### src/sv/ascp_pkg.sv
// ----------------------------------------------------------------------------
// ascp_pkg
// shared types and constants for the ascii command line parser
// ----------------------------------------------------------------------------
package ascp_pkg;

	// result kinds
	localparam logic [1:0] KIND_HEADER     = 2'd0;
	localparam logic [1:0] KIND_DIGIT      = 2'd1;
	localparam logic [1:0] KIND_INCOMPLETE = 2'd2;
	localparam logic [1:0] KIND_OVERFLOW   = 2'd3;

	// command classes
	localparam logic [1:0] CLASS_BUS    = 2'd0;
	localparam logic [1:0] CLASS_SYSTEM = 2'd1;
	localparam logic [1:0] CLASS_CONFIG = 2'd2;

	// ascii codes
	localparam logic [7:0] ASCII_NEWLINE = 8'h0A;
	localparam logic [7:0] ASCII_ZERO    = 8'h30;
	localparam logic [7:0] ASCII_ONE     = 8'h31;
	localparam logic [7:0] ASCII_NINE    = 8'h39;

	// line layout
	localparam int unsigned MIN_LINE_LEN = 4;
	localparam logic [5:0]  MAX_DIGITS   = 6'd59;

	typedef enum logic [2:0] {
		ST_IDLE,
		ST_SHORT,
		ST_HDR,
		ST_SCAN,
		ST_EMIT
	} ascp_state_t;

endpackage

### src/sv/ascii_command_line_parser_top.sv
// ----------------------------------------------------------------------------
// ascii_command_line_parser_top
// line buffer and sequencer that parses one ascii command line per newline
// ----------------------------------------------------------------------------
// an ordinary byte is written to the line buffer and gives no result
// a short line or an overflow passes through ST_SHORT and gives its item once
// the output register is free; a full newline passes through ST_HDR and ST_SCAN,
// which gives one digit item per cycle while the output register is free, and
// ST_EMIT then loads the header item; the block is busy until the header item,
// or the item of a short line, is loaded into the output register
// arst_n clears the fill index, the sequencer and the output valid; the line
// buffer itself is not cleared and needs no clearing pass
module ascii_command_line_parser_top #(
	parameter int LINE_DEPTH = 64
) (
	input  logic               clk,
	input  logic               arst_n,
	// input channel
	input  logic               in_valid,
	output logic               in_ready,
	input  logic [7:0]         rx_byte,
	// output channel
	output logic               out_valid,
	input  logic               out_ready,
	output logic [1:0]         kind,
	output logic [1:0]         cmd_class,
	output logic signed [15:0] cmd_code,
	output logic signed [8:0]  rw_value,
	output logic               rw_ok,
	output logic [5:0]         data_length,
	output logic               digit_error,
	output logic [3:0]         data_digit,
	output logic               last
);
	import ascp_pkg::*;

	localparam int IW = $clog2(LINE_DEPTH);

	// line buffer, one write port in idle and one registered read port
	logic [7:0]    line_mem [LINE_DEPTH];
	logic [7:0]    rd_data_q;

	ascp_state_t   state_q, state_d;
	logic [IW-1:0] fill_q;
	logic [IW-1:0] count_q;
	logic [IW-1:0] ptr_q, ptr_d;
	logic [1:0]    short_kind_q;

	// header accumulators
	logic [1:0]         cls_q;
	logic signed [15:0] code_q;
	logic signed [8:0]  rw_q;
	logic               rwok_q;
	logic [5:0]         len_q;
	logic               derr_q;

	// output register
	logic               out_valid_q;
	logic [1:0]         kind_q;
	logic [1:0]         ocls_q;
	logic signed [15:0] ocode_q;
	logic signed [8:0]  orw_q;
	logic               orwok_q;
	logic [5:0]         olen_q;
	logic               oderr_q;
	logic [3:0]         odigit_q;
	logic               olast_q;

	logic               accept;
	logic               out_free;
	logic               is_digit;
	logic signed [8:0]  dval;
	logic signed [15:0] code_next;
	logic               ld_short, ld_digit, ld_hdr;

	assign in_ready = (state_q == ST_IDLE);
	assign accept   = in_valid && in_ready;
	assign out_free = !out_valid_q || out_ready;

	// value of the buffered byte under the read pointer
	assign is_digit = (rd_data_q >= ASCII_ZERO) && (rd_data_q <= ASCII_NINE);
	assign dval     = $signed({1'b0, rd_data_q}) - $signed({1'b0, ASCII_ZERO});

	// shared multiply-by-ten and add unit for the three code digits
	assign code_next = (code_q <<< 3) + (code_q <<< 1) + 16'(dval);

	// sequencer register
	always_ff @(posedge clk or negedge arst_n) begin
		if (!arst_n) begin
			state_q <= ST_IDLE;
		end else begin
			state_q <= state_d;
		end
	end

	// next state, read pointer and output loads
	always_comb begin
		state_d  = state_q;
		ptr_d    = ptr_q;
		ld_short = 1'b0;
		ld_digit = 1'b0;
		ld_hdr   = 1'b0;
		unique case (state_q)
			ST_IDLE: begin
				ptr_d = '0;
				if (accept) begin
					if (rx_byte != ASCII_NEWLINE) begin
						if (fill_q == IW'(LINE_DEPTH - 1)) begin
							state_d = ST_SHORT;
						end
					end else if (fill_q < IW'(MIN_LINE_LEN)) begin
						state_d = ST_SHORT;
					end else begin
						state_d = ST_HDR;
					end
				end
			end
			ST_SHORT: begin
				ptr_d = '0;
				if (out_free) begin
					ld_short = 1'b1;
					state_d  = ST_IDLE;
				end
			end
			ST_HDR: begin
				// bytes 0 to 3, and byte 4 for bus lines
				ptr_d = ptr_q + 1'b1;
				if (ptr_q == IW'(4)) begin
					state_d = ST_SCAN;
				end else if (ptr_q == IW'(3) && cls_q != CLASS_BUS) begin
					state_d = ST_SCAN;
				end
			end
			ST_SCAN: begin
				if (ptr_q >= count_q || len_q == MAX_DIGITS) begin
					state_d = ST_EMIT;
				end else if (!is_digit) begin
					state_d = ST_EMIT;
				end else if (out_free) begin
					ld_digit = 1'b1;
					ptr_d    = ptr_q + 1'b1;
				end
			end
			ST_EMIT: begin
				ptr_d = '0;
				if (out_free) begin
					ld_hdr  = 1'b1;
					state_d = ST_IDLE;
				end
			end
			default: begin
				state_d = ST_IDLE;
			end
		endcase
	end

	// line buffer write and registered read
	always_ff @(posedge clk) begin
		if (accept) begin
			line_mem[fill_q] <= rx_byte;
		end
		rd_data_q <= line_mem[ptr_d];
	end

	// fill index and read pointer
	always_ff @(posedge clk or negedge arst_n) begin
		if (!arst_n) begin
			fill_q <= '0;
			ptr_q  <= '0;
		end else begin
			ptr_q <= ptr_d;
			if (accept) begin
				if (rx_byte == ASCII_NEWLINE || fill_q == IW'(LINE_DEPTH - 1)) begin
					fill_q <= '0;
				end else begin
					fill_q <= fill_q + 1'b1;
				end
			end
		end
	end

	// line length, short result kind and header accumulators
	always_ff @(posedge clk) begin
		if (accept) begin
			count_q      <= fill_q;
			short_kind_q <= (rx_byte == ASCII_NEWLINE) ? KIND_INCOMPLETE : KIND_OVERFLOW;
			cls_q        <= CLASS_CONFIG;
			code_q       <= '0;
			rw_q         <= '0;
			rwok_q       <= 1'b0;
			len_q        <= '0;
			derr_q       <= 1'b0;
		end
		if (state_q == ST_HDR) begin
			if (ptr_q == '0) begin
				if (rd_data_q == ASCII_ZERO) begin
					cls_q <= CLASS_BUS;
				end else if (rd_data_q == ASCII_ONE) begin
					cls_q <= CLASS_SYSTEM;
				end else begin
					cls_q <= CLASS_CONFIG;
				end
			end else if (ptr_q == IW'(4)) begin
				rw_q   <= dval;
				rwok_q <= (rd_data_q == ASCII_ZERO) || (rd_data_q == ASCII_ONE);
			end else begin
				code_q <= code_next;
			end
		end
		if (state_q == ST_SCAN && ptr_q < count_q && len_q != MAX_DIGITS && !is_digit) begin
			derr_q <= 1'b1;
		end
		if (ld_digit) begin
			len_q <= len_q + 1'b1;
		end
	end

	// output valid
	always_ff @(posedge clk or negedge arst_n) begin
		if (!arst_n) begin
			out_valid_q <= 1'b0;
		end else if (ld_short || ld_digit || ld_hdr) begin
			out_valid_q <= 1'b1;
		end else if (out_ready) begin
			out_valid_q <= 1'b0;
		end
	end

	// output payload, unused fields zero
	always_ff @(posedge clk) begin
		if (ld_short) begin
			kind_q   <= short_kind_q;
			ocls_q   <= '0;
			ocode_q  <= '0;
			orw_q    <= '0;
			orwok_q  <= 1'b0;
			olen_q   <= '0;
			oderr_q  <= 1'b0;
			odigit_q <= '0;
			olast_q  <= 1'b1;
		end else if (ld_digit) begin
			kind_q   <= KIND_DIGIT;
			ocls_q   <= '0;
			ocode_q  <= '0;
			orw_q    <= '0;
			orwok_q  <= 1'b0;
			olen_q   <= '0;
			oderr_q  <= 1'b0;
			odigit_q <= rd_data_q[3:0];
			olast_q  <= 1'b0;
		end else if (ld_hdr) begin
			kind_q   <= KIND_HEADER;
			ocls_q   <= cls_q;
			ocode_q  <= code_q;
			orw_q    <= rw_q;
			orwok_q  <= rwok_q;
			olen_q   <= len_q;
			oderr_q  <= derr_q;
			odigit_q <= '0;
			olast_q  <= 1'b1;
		end
	end

	assign out_valid   = out_valid_q;
	assign kind        = kind_q;
	assign cmd_class   = ocls_q;
	assign cmd_code    = ocode_q;
	assign rw_value    = orw_q;
	assign rw_ok       = orwok_q;
	assign data_length = olen_q;
	assign digit_error = oderr_q;
	assign data_digit  = odigit_q;
	assign last        = olast_q;

endmodule
### config.mk
export PLATFORM = sky130hd
export DESIGN_NAME = ascii_command_line_parser_top
export DESIGN_NICKNAME = d
export VERILOG_FILES = /design/src/sv/ascp_pkg.sv /design/src/sv/ascii_command_line_parser_top.sv
export SDC_FILE = /design/constraint.sdc
export NUM_CORES = 1
export LEC_CHECK = 0
export BUFFER_PORTS_ARGS = -buffer_cell sky130_fd_sc_hd__buf_2
export CORE_MARGIN = 5
export CORE_UTILIZATION = 60
export CTS_CLUSTER_SIZE = 25
export DETAILED_ROUTE_END_ITERATION = 10
export PLACE_DENSITY = 0.77
export RECOVER_POWER = 50
export SYNTH_ARGS = -nofsm -noshare
export SYNTH_HDL_FRONTEND = slang
export SYNTH_SLANG_ARGS = --single-unit
### constraint.sdc
create_clock -name clk -period 4.1 [get_ports clk]
set_input_delay 0 -clock clk [delete_from_list [all_inputs] [get_ports clk]]
set_output_delay 0 -clock clk [all_outputs]
set_load 0.01 [all_outputs]
### Word level (Yosys, flattened, before mapping)

Memory sizes are Yosys's and may differ from the RTL's. A register that Yosys moved wholly into a read port is not among the register bits.
Cells that the tools add are included.

* flip-flop bits (word level): 101
* memory bits (writable): 512
* input port bits: 12
* output and inout port bits: 44
* word-level logic and storage cells: 128
* memories: 1

Memories
* line_mem: words 64, width 8, read ports 1, clocked after memory_dff 1, write ports 1, RTL line ascii_command_line_parser_top.sv:40 `logic [7:0] line_mem [LINE_DEPTH];`

* add/sub/neg operators: 6
* order comparisons: 5
* equality and inequality tests: 18
* mux-type cells: 52
* reductions and logical operators: 25

Operators with widths (count)
* 16-bit 2-to-1 mux: 4
* 6-bit 2-to-1 mux: 6
* 9-bit 2-to-1 mux: 4
* 3-bit 2-to-1 mux: 8
* 6-bit by 1-bit adder with 6-bit output (second input constant): 3
* 2-bit 2-to-1 mux: 9
* 6-bit one-hot mux with 3 select lines: 1
* 1-bit 2-to-1 mux: 17
* 16-bit adder: 1
* 16-bit by 9-bit adder with 16-bit output: 1
* 8-bit by 6-bit == test with 1-bit output (second input constant): 2
* 6-bit == test (second input constant): 2
* 3-bit one-hot mux with 4 select lines: 1
* 8-bit by 6-bit subtractor with 9-bit output (second input constant): 1
* 8-bit by 4-bit == test with 1-bit output (second input constant): 1
* 8-bit by 6-bit >= comparator with 1-bit output (second input constant): 1
* 8-bit by 6-bit <= comparator with 1-bit output (second input constant): 1
* 4-bit 2-to-1 mux: 2
* 8-bit by 4-bit != test with 1-bit output (second input constant): 1
* 2-bit nonzero test: 4
* 3-bit by 2-bit == test with 1-bit output (second input constant): 2
* 6-bit by 2-bit == test with 1-bit output (second input constant): 1
* 6-bit by 3-bit == test with 1-bit output (second input constant): 1
* 6-bit >= comparator: 1
* 17 further kinds: 31

### Logic depth before layout (Yosys ltp)

Gate-level depths: netlist (run 1).

* word-level depth: 9
* depth in mapped cells: 18
* depth with buffers taken out: 15

### Worst setup path before layout (run 1)

Ideal clock, no wire load.

* path type: reg2reg
* start point: reg ptr_q[4]
* end point: reg rd_data_q[5], read port of line_mem
* library setup time: 0.078 ns
* arrival: 3.539 ns
* data required time: 4.022 ns
* path slack: 0.483 ns
* stages on the path, launching flop included: 16
* buffers on the path: 5
* period minus slack after synthesis: 3.617 ns
* cells stage by stage: dfrtp_1 ha_1 and4_1 o21a_1 or4_1 buf_2 o21a_4 mux2_4 buf_6 clkbuf_1 clkbuf_1 clkbuf_1 nand2_1 a32oi_1 nand4_1 a32oi_1

* word-level cells in the longest chain between the ends: 5
* elaborated cells between the ends (all ways): 7
* those cells by class: 1 x add/sub; 1 x order compare; 4 x mux; 1 x reduce/logical

RTL lines
* start: declaration: RTL line ascii_command_line_parser_top.sv:46 `logic [IW-1:0] ptr_q, ptr_d;`
* start signal: assignment: RTL line ascii_command_line_parser_top.sv:171 `ptr_q <= ptr_d;`
* 6-bit by 1-bit adder with 6-bit output: RTL line ascii_command_line_parser_top.sv:127, ascii_command_line_parser_top.sv:141
* 6-bit 2-to-1 mux: RTL line ascii_command_line_parser_top.sv:139 `end else if (out_free) begin`
* 6-bit 2-to-1 mux: RTL line ascii_command_line_parser_top.sv:137 `end else if (!is_digit) begin`
* 6-bit 2-to-1 mux: RTL line ascii_command_line_parser_top.sv:135 `if (ptr_q >= count_q || len_q == MAX_DIGITS) begin`
* 6-bit one-hot mux with 3 select lines *: RTL line ascii_command_line_parser_top.sv:103 `unique case (state_q)`
* end: declaration: RTL line ascii_command_line_parser_top.sv:41 `logic [7:0] rd_data_q;`

Every way passes the cells marked *; elsewhere a longest branch is shown, timed or not.
A chain may end at the register's enable or synchronous reset.

### Worst setup path after layout (run 1)

* start point: reg rd_data_q[5], read port of line_mem
* end point: reg rd_data_q[4], read port of line_mem

* word-level cells in the longest chain between the ends: 5
* elaborated cells between the ends (all ways): 6
* those cells by class: 2 x order compare; 3 x mux; 1 x reduce/logical

RTL lines
* 8-bit by 6-bit >= comparator with 1-bit output or 8-bit by 6-bit <= comparator with 1-bit output (tied branches): RTL line ascii_command_line_parser_top.sv:81 `assign is_digit = (rd_data_q >= ASCII_ZERO) && (rd_data_q <= ASCII_NINE);`
* 1-bit logical AND *: RTL line ascii_command_line_parser_top.sv:81
* 6-bit 2-to-1 mux *: RTL line ascii_command_line_parser_top.sv:137
* 6-bit 2-to-1 mux *: RTL line ascii_command_line_parser_top.sv:135
* 6-bit one-hot mux with 3 select lines *: RTL line ascii_command_line_parser_top.sv:103

Marks and branches as above.

==> results.tsv, run 1 <==
metric	value	unit
Hold Startpoint	out_ready	
Psw	3.01	mW
syn nets	2109	
final worst-path cycle share	98.4	%
Fmax	248	MHz
worst slew pin tran	3.48	ns
Placed Area	27100	um2
DP HPWL	41300	um
violated checks	capacitance limit, slew limit	
overall fraction of global-route tracks in use	26.9	%
Synth cell types	76	
Power Dens Cells	462	nW/um2
Die Ht	217	um
kind of critical path	flop to flop	
Core Util, Final	69.1	%
Num CTS Buffers	61	
initial antenna violation count	1	
synth warn	0	
routed via count	17300	
Comb power frac	5.8	%
Slew Viols, Final	520	
# IOs	56	
Max Cap Viol	8	
Sink Count	620	
# DRC	0	
post-synthesis instance total	2058	
Rel. slew slack	-132	%
nature of the critical path endpoint	flop	
die area	47000	um2
Lkg Pwr	10.1	nW
Hold Vio Cnt, Final	0	
Worst VDD drop	0.363	mV
routability cong.	0.892	
Cell Int Power	10.4	mW
port bufs	55	
via/cell ratio	6.23	
RSZ-0062 raised after global routing	no	
number of flops mapped to enable cells by yosys	527	
grt ovf	0	
Filler cells	2847	
clock share of power	40.9	%
mapped cell area	25700	um2
clock transition at the registers of the reported paths	0.06	ns
RR Startpoint	rd_data_q[5]	
initial core utilization	61.0	%
number of synthesized register bits	620	
CP Data Required Time	4.63	ns
Clock Latency Late Sink	0.63	ns
Post-DRT Antenna Nets	0	
post-route cell area	29100	um2
sequential group share of total power	53.3	%
ANT cells	0	
Avg WL per Cell	22.9	um
sw frac	22.4	%
Post-CTS Setup Repair Bufs	0	
FP Rows	75	
status	finished, violations left	
first-pass GRT wire length	98600	um
Power, Total	13.4	mW
hold slack final	0.0429	ns
Critical Path Start	rd_data_q[5]	
area occupied by multi-input gates	7230	um2
crit path time final	4.03	ns
Critical Path Source Type	flop	
share of cells above drive strength 1	11.6	%
Min-Delay Path Class	primary input to flop	
final setup vio count	0	
TritonCTS clock tree	built	
DRT iter0 DRCs	2132	
chip width	217	um
async set or reset register ratio after synthesis	2.58	%
Fin Setup TNS	0	ns
area delta synth->final	13.3	%
core box area	42100	um2
Mapped Avg Cell Area	12.5	um2
clock buffer depth	3	
htree depth	2	
skew final	0.0112	ns
dominant synthesized flop cell	edfxtp_1	
Nets	2235	
Seq/Total Area, Yosys	69.2	%
Root Buffer Master	clkbuf_16	
TritonRoute pass-1 iters	6	
FF+latch area	17800	um2
CP max FO	8	
Critical Path AT	4.56	ns
largest net degree at the start of global routing	80	
total wire length	63500	um
vias in the first global route	16900	
==> per-layer routing <==
layer  vias up  wire length [um]  share of wire (%)  GRT usage (%)
met2       919             29800                 47           42.9
met1      8385             25300                 40           37.4
met3       151              6060                9.5           5.38
met5         -                 0                  0              0
li1       7813                 -                  -              -
met4         0              2340                3.7           9.92
==> metrics by stage <==
stage                     setup slack [ns]  std cells
after floorplan                      0.483       2058
after global placement               0.107       2656
after detailed placement           -0.0183       2656
after CTS                           0.0263       2771
after global routing                0.0157       2772
final                               0.0666       2772
==> flip-flops by register name, summed over array words and instances (netlist names), 4 cells and up <==
register,cells
cmd_code,16
code_q,16
count_q,6
data_digit,4
data_length,6
fill_q,6
len_q,6
line_mem,512
ptr_q,6
rd_data_q,8
rw_q,9
rw_value,9
==> area by class of cell <==
cell class	instances	area share [%]
clock inverter	36	1.03
timing repair buffer	183	4.50
tap	539	2.32
sequential	620	61.1
multi-input combinational	1283	24.8
inverter	35	0.494
clock buffer	76	5.77
==> placed cells by master, fill, tap and decap left out, types with 32 or more instances in the layout <==
cell type / count
nand4_1: 42
dfxtp_1: 77
o21ai_0: 43
clkbuf_16: 65
nand3_1: 92
nand2_1: 429
inv_1: 32
mux2i_1: 40
clkbuf_1: 66
edfxtp_1: 527
a21oi_1: 137
nor2_1: 164
buf_4: 101
==> Yosys cell counts, types with 25 or more instances <==
master    number  area [um2]
a21oi_1      137         686
a22oi_1       27         203
a32oi_1       27         236
buf_2         31         155
clkbuf_1      59         221
dfxtp_1       77        1540
edfxtp_1     527       15800
ha_1          26         325
inv_1         32         120
mux2i_1       40         400
nand2_1      429        1610
nand3_1       92         460
nand4_1       42         263
nor2_1       165         619
o21ai_0       44         220
o22ai_1       25         156
==> critical path: stages, from the launching register on <==
cell and delay [ns]:
dfxtp_1 0.42, ha_1 0.26, or4b_4 0.50, o21ai_2 0.21, nand4_4 0.18, or4_1 0.54
and3_4 0.24, clkinv_4 0.11, buf_4 0.17, a21oi_1 0.05, a22oi_1 0.27, o22ai_1 0.15
o31ai_1 0.24, buf_4 0.17, o211ai_1 0.16, a32oi_1 0.24
==> final timing paths <==
check	cells past startpoint	slack (ns)	end
min in group asynchronous	3	0.55	out_valid
max in group asynchronous	3	3.03	fill_q[4]
min reg2reg	2	0.45	cmd_code[8]
max reg2reg	15	0.07	rd_data_q[4]
max	15	0.07	rd_data_q[4]
min	4	0.04	out_valid
==> power by group through the flow <==
stage                     sequential, mW  clock [mW]  combinational [mW]
after floorplan                     7.21           0               0.500
after global placement              7.26           0               0.749
after detailed placement            7.27           0               0.777
after CTS                           7.14        5.57               0.784
after global routing                7.17        5.85               0.838
final                               7.16        5.50               0.776
==> repair_timing <==
action,CTS,global route
cloned,0,1
setup endpoints to repair,2,8
endpoints found under the hold margin,18,0
hold buffers,3,0
resized for setup,3,13
pin swaps,1,1
==> cell families (layout without fill, tap and decap cells) <==
family | count (synthesis) | in the layout | synth area share, %
buffers and inverters | 155 | 330 | 2.98
adders and majority gates | 39 | 39 | 2.28
muxes | 51 | 51 | 2.06
AOI/OAI and AO/OA | 365 | 365 | 9.27
and+or+nand+nor | 805 | 805 | 13.5
xor gates and xnor gates | 23 | 23 | 0.784
DFF | 620 | 620 | 69.2
(Power assumes the default switching activity.)
==> inputs of run 2 (changes only) <==
Settings changed: CORE_UTILIZATION 60 to 56, PLACE_DENSITY 0.77 to 0.75.
Clock period 4.1 ns to 3.7 ns, I/O delays scaled along.
==> results.tsv, run 2 (synthesis results as in run 1) <==
metric	value	unit	change
status	finished, violations left		
violated checks	capacitance limit, slew limit, setup timing		
TritonRoute pass-1 iters	6		unchanged
RSZ-0062 raised after global routing	yes		
clock transition at the registers of the reported paths	0.06	ns	about the same
chip width	224	um	+3.3%
port bufs	55		unchanged
final worst-path cycle share	105	%	+6.2 points
overall fraction of global-route tracks in use	27.5	%	+0.60 points
nature of the critical path endpoint	flop		
Nets	2360		+5.6%
Critical Path Source Type	flop		
# IOs	56		unchanged
total wire length	71800	um	+13%
DP HPWL	43200	um	+4.7%
most frequent cells in the layout	edfxtp_1, nand2_1, buf_4		
Hold Vio Cnt, Final	0		unchanged
Post-DRT Antenna Nets	0		unchanged
DP Cell Count	2786		+4.9%
Root Buffer Master	clkbuf_16		
Clock Latency Late Sink	0.64	ns	about the same
Largest register FFs	512		unchanged
Reg-to-Reg End	rd_data_q[4]		
CP max FO	7		-1
final setup vio count	6		+6
skew final	0.0426	ns	+0.0314 ns
Fmax	259	MHz	+4.3%
most common cell after layout, fill and taps aside	edfxtp_1		
worst hold path endpoint	out_valid		
htree depth	2		unchanged
Rel. slew slack	-145	%	-13 points
Min-Delay Path Depth	4		unchanged
sequential group share of total power	52.0	%	-1.3 points
vias in the first global route	17800		+5.4%
R2R cell count	18		+3
Num CTS Buffers	60		-1.6%
area delta synth->final	21.2	%	
Cell Int Power	11.8	mW	+13%
clock share of power	41.7	%	+0.8 points
initial core utilization	56.6	%	-4.4 points
share of cells above drive strength 1	19.0	%	+7.4 points
Critical Path AT	4.39	ns	-0.17 ns
initial antenna violation count	0		-1
Non-Filler Instances	2959		+6.7%
routability cong.	0.916		+2.8%
Max Cap Viol	8		unchanged
FP Rows	78		+4.0%
Worst VDD drop	0.520	mV	+43%
routed via count	18400		+6.5%
Avg WL per Cell	24.3	um	+5.9%
Core Util, Final	68.6	%	-0.47 points
RR Startpoint	count_q[4]		
Comb power frac	6.3	%	+0.5 points
Psw	3.45	mW	+15%
Slew Viols, Final	520		unchanged
Power, Total	15.2	mW	+13%
TritonCTS clock tree	built		
Critical Path Start	count_q[4]		
Die Ht	224	um	+3.3%
clock buffer depth	3		unchanged
core box area	45400	um2	+7.7%
grt ovf	0		unchanged
largest net degree at the start of global routing	65		-19%
Largest Register	line_mem		
via/cell ratio	6.21		-0.25%
Hold Startpoint	out_ready		
pre-CTS setup slack	-0.466	ns	-0.448 ns
post-route cell area	31100	um2	+7.0%
worst slew pin tran	3.68	ns	+0.198 ns
Setup WS post-layout	-0.168	ns	-0.235 ns
# DRC	0		unchanged
crit path time final	3.87	ns	-0.165 ns
Placed Area	27800	um2	+2.6%
first-pass GRT wire length	107000	um	+8.4%
Min-Delay Path Class	primary input to flop		
DRT iter0 DRCs	2534		+19%
Lkg Pwr	11.0	nW	+9.1%
CP Data Required Time	4.22	ns	-0.41 ns
die area	50300	um2	+6.8%
kind of critical path	flop to flop		
Sink Count	620		unchanged
sw frac	22.7	%	+0.25 points
Power Dens Cells	489	nW/um2	+5.9%
R2R Setup Slk	-0.17	ns	-0.23 ns
ANT cells	0		unchanged
run 2: changes by cell type in the layout (fill, tap and decap cells not counted), sizes merged:
cell	before	now
buf	121	234
bufbuf	0	2
bufinv	5	9
clkbuf	135	139
clkinvlp	0	1
dlygate4sd3	3	5
run 2: metal layers:
layer | part of all wire, % | wire length, um | track usage (%)
met4 | 4.0 | 2900 | 9.47
met5 | 0 | 0 | 0
met2 | 48 | 34800 | 44.9
met1 | 37 | 26900 | 37.9
met3 | 10 | 7190 | 4.82
run 2: area by class of cell:
class                   count  area [um2]
repair inverters            2        27.5
flip-flops and latches    620       17800
inverters                  35         160
repair buffers            307        2740
fillers                  3038       14300
multi-input cells        1283        7640
well taps                 600         751
clock buffers              73        1610
clock inverters            39         429
run 2: power by group through the flow:
stage          combinational (mW)  sequential [mW]  clock [mW]
2_1_floorplan               0.554             7.99           0
3_3_place_gp                0.899             8.04           0
3_5_place_dp                0.930             8.05           0
4_1_cts                     0.954             7.90        6.40
5_1_grt                      1.03             7.93        6.71
6_report                    0.956             7.92        6.35
run 2: worst max-delay path by stage:
stage,to,slack [ns],cells past startpoint
floorplan,rd_data_q[5],0.08,15
global placement,rd_data_q[4],-0.38,15
detailed placement,rd_data_q[4],-0.47,15
CTS,rd_data_q[4],-0.1,16
global route,rd_data_q[5],-0.30,15
finish,rd_data_q[4],-0.17,18
run 2: what timing repair did:
item | 4_1_cts | 5_1_grt
gates resized for setup | 85 | 64
gates cloned | 9 | 4
endpoints found under the hold margin | 19 | 0
buffers inserted | 30 | 16
hold buffers | 5 | 0
endpoints found under the setup margin | 8 | 8
pin swaps | 32 | 54
run 2: critical path: stages, from the launching register on:
cell and delay (ns):
edfxtp_1 0.37, inv_1 0.07, ha_1 0.24, and4_1 0.20
o21a_1 0.12, or4_4 0.52, o21a_4 0.27, mux2_4 0.41
clkinv_8 0.12, buf_8 0.11, buf_12 0.12, buf_12 0.10
nand2_2 0.04, nand4_1 0.12, nand2_2 0.09, o31ai_2 0.27
buf_4 0.18, o211ai_1 0.12, a32oi_1 0.27
run 2: per-stage QoR:
stage          hold slack, ns  TNS, ns
3_3_place_gp          -0.0507    -2.00
3_5_place_dp          -0.0478    -2.27
5_1_grt                0.0985    -1.51
2_1_floorplan          -0.296        0
4_1_cts                0.0357   -0.395
6_report               0.0573   -0.617
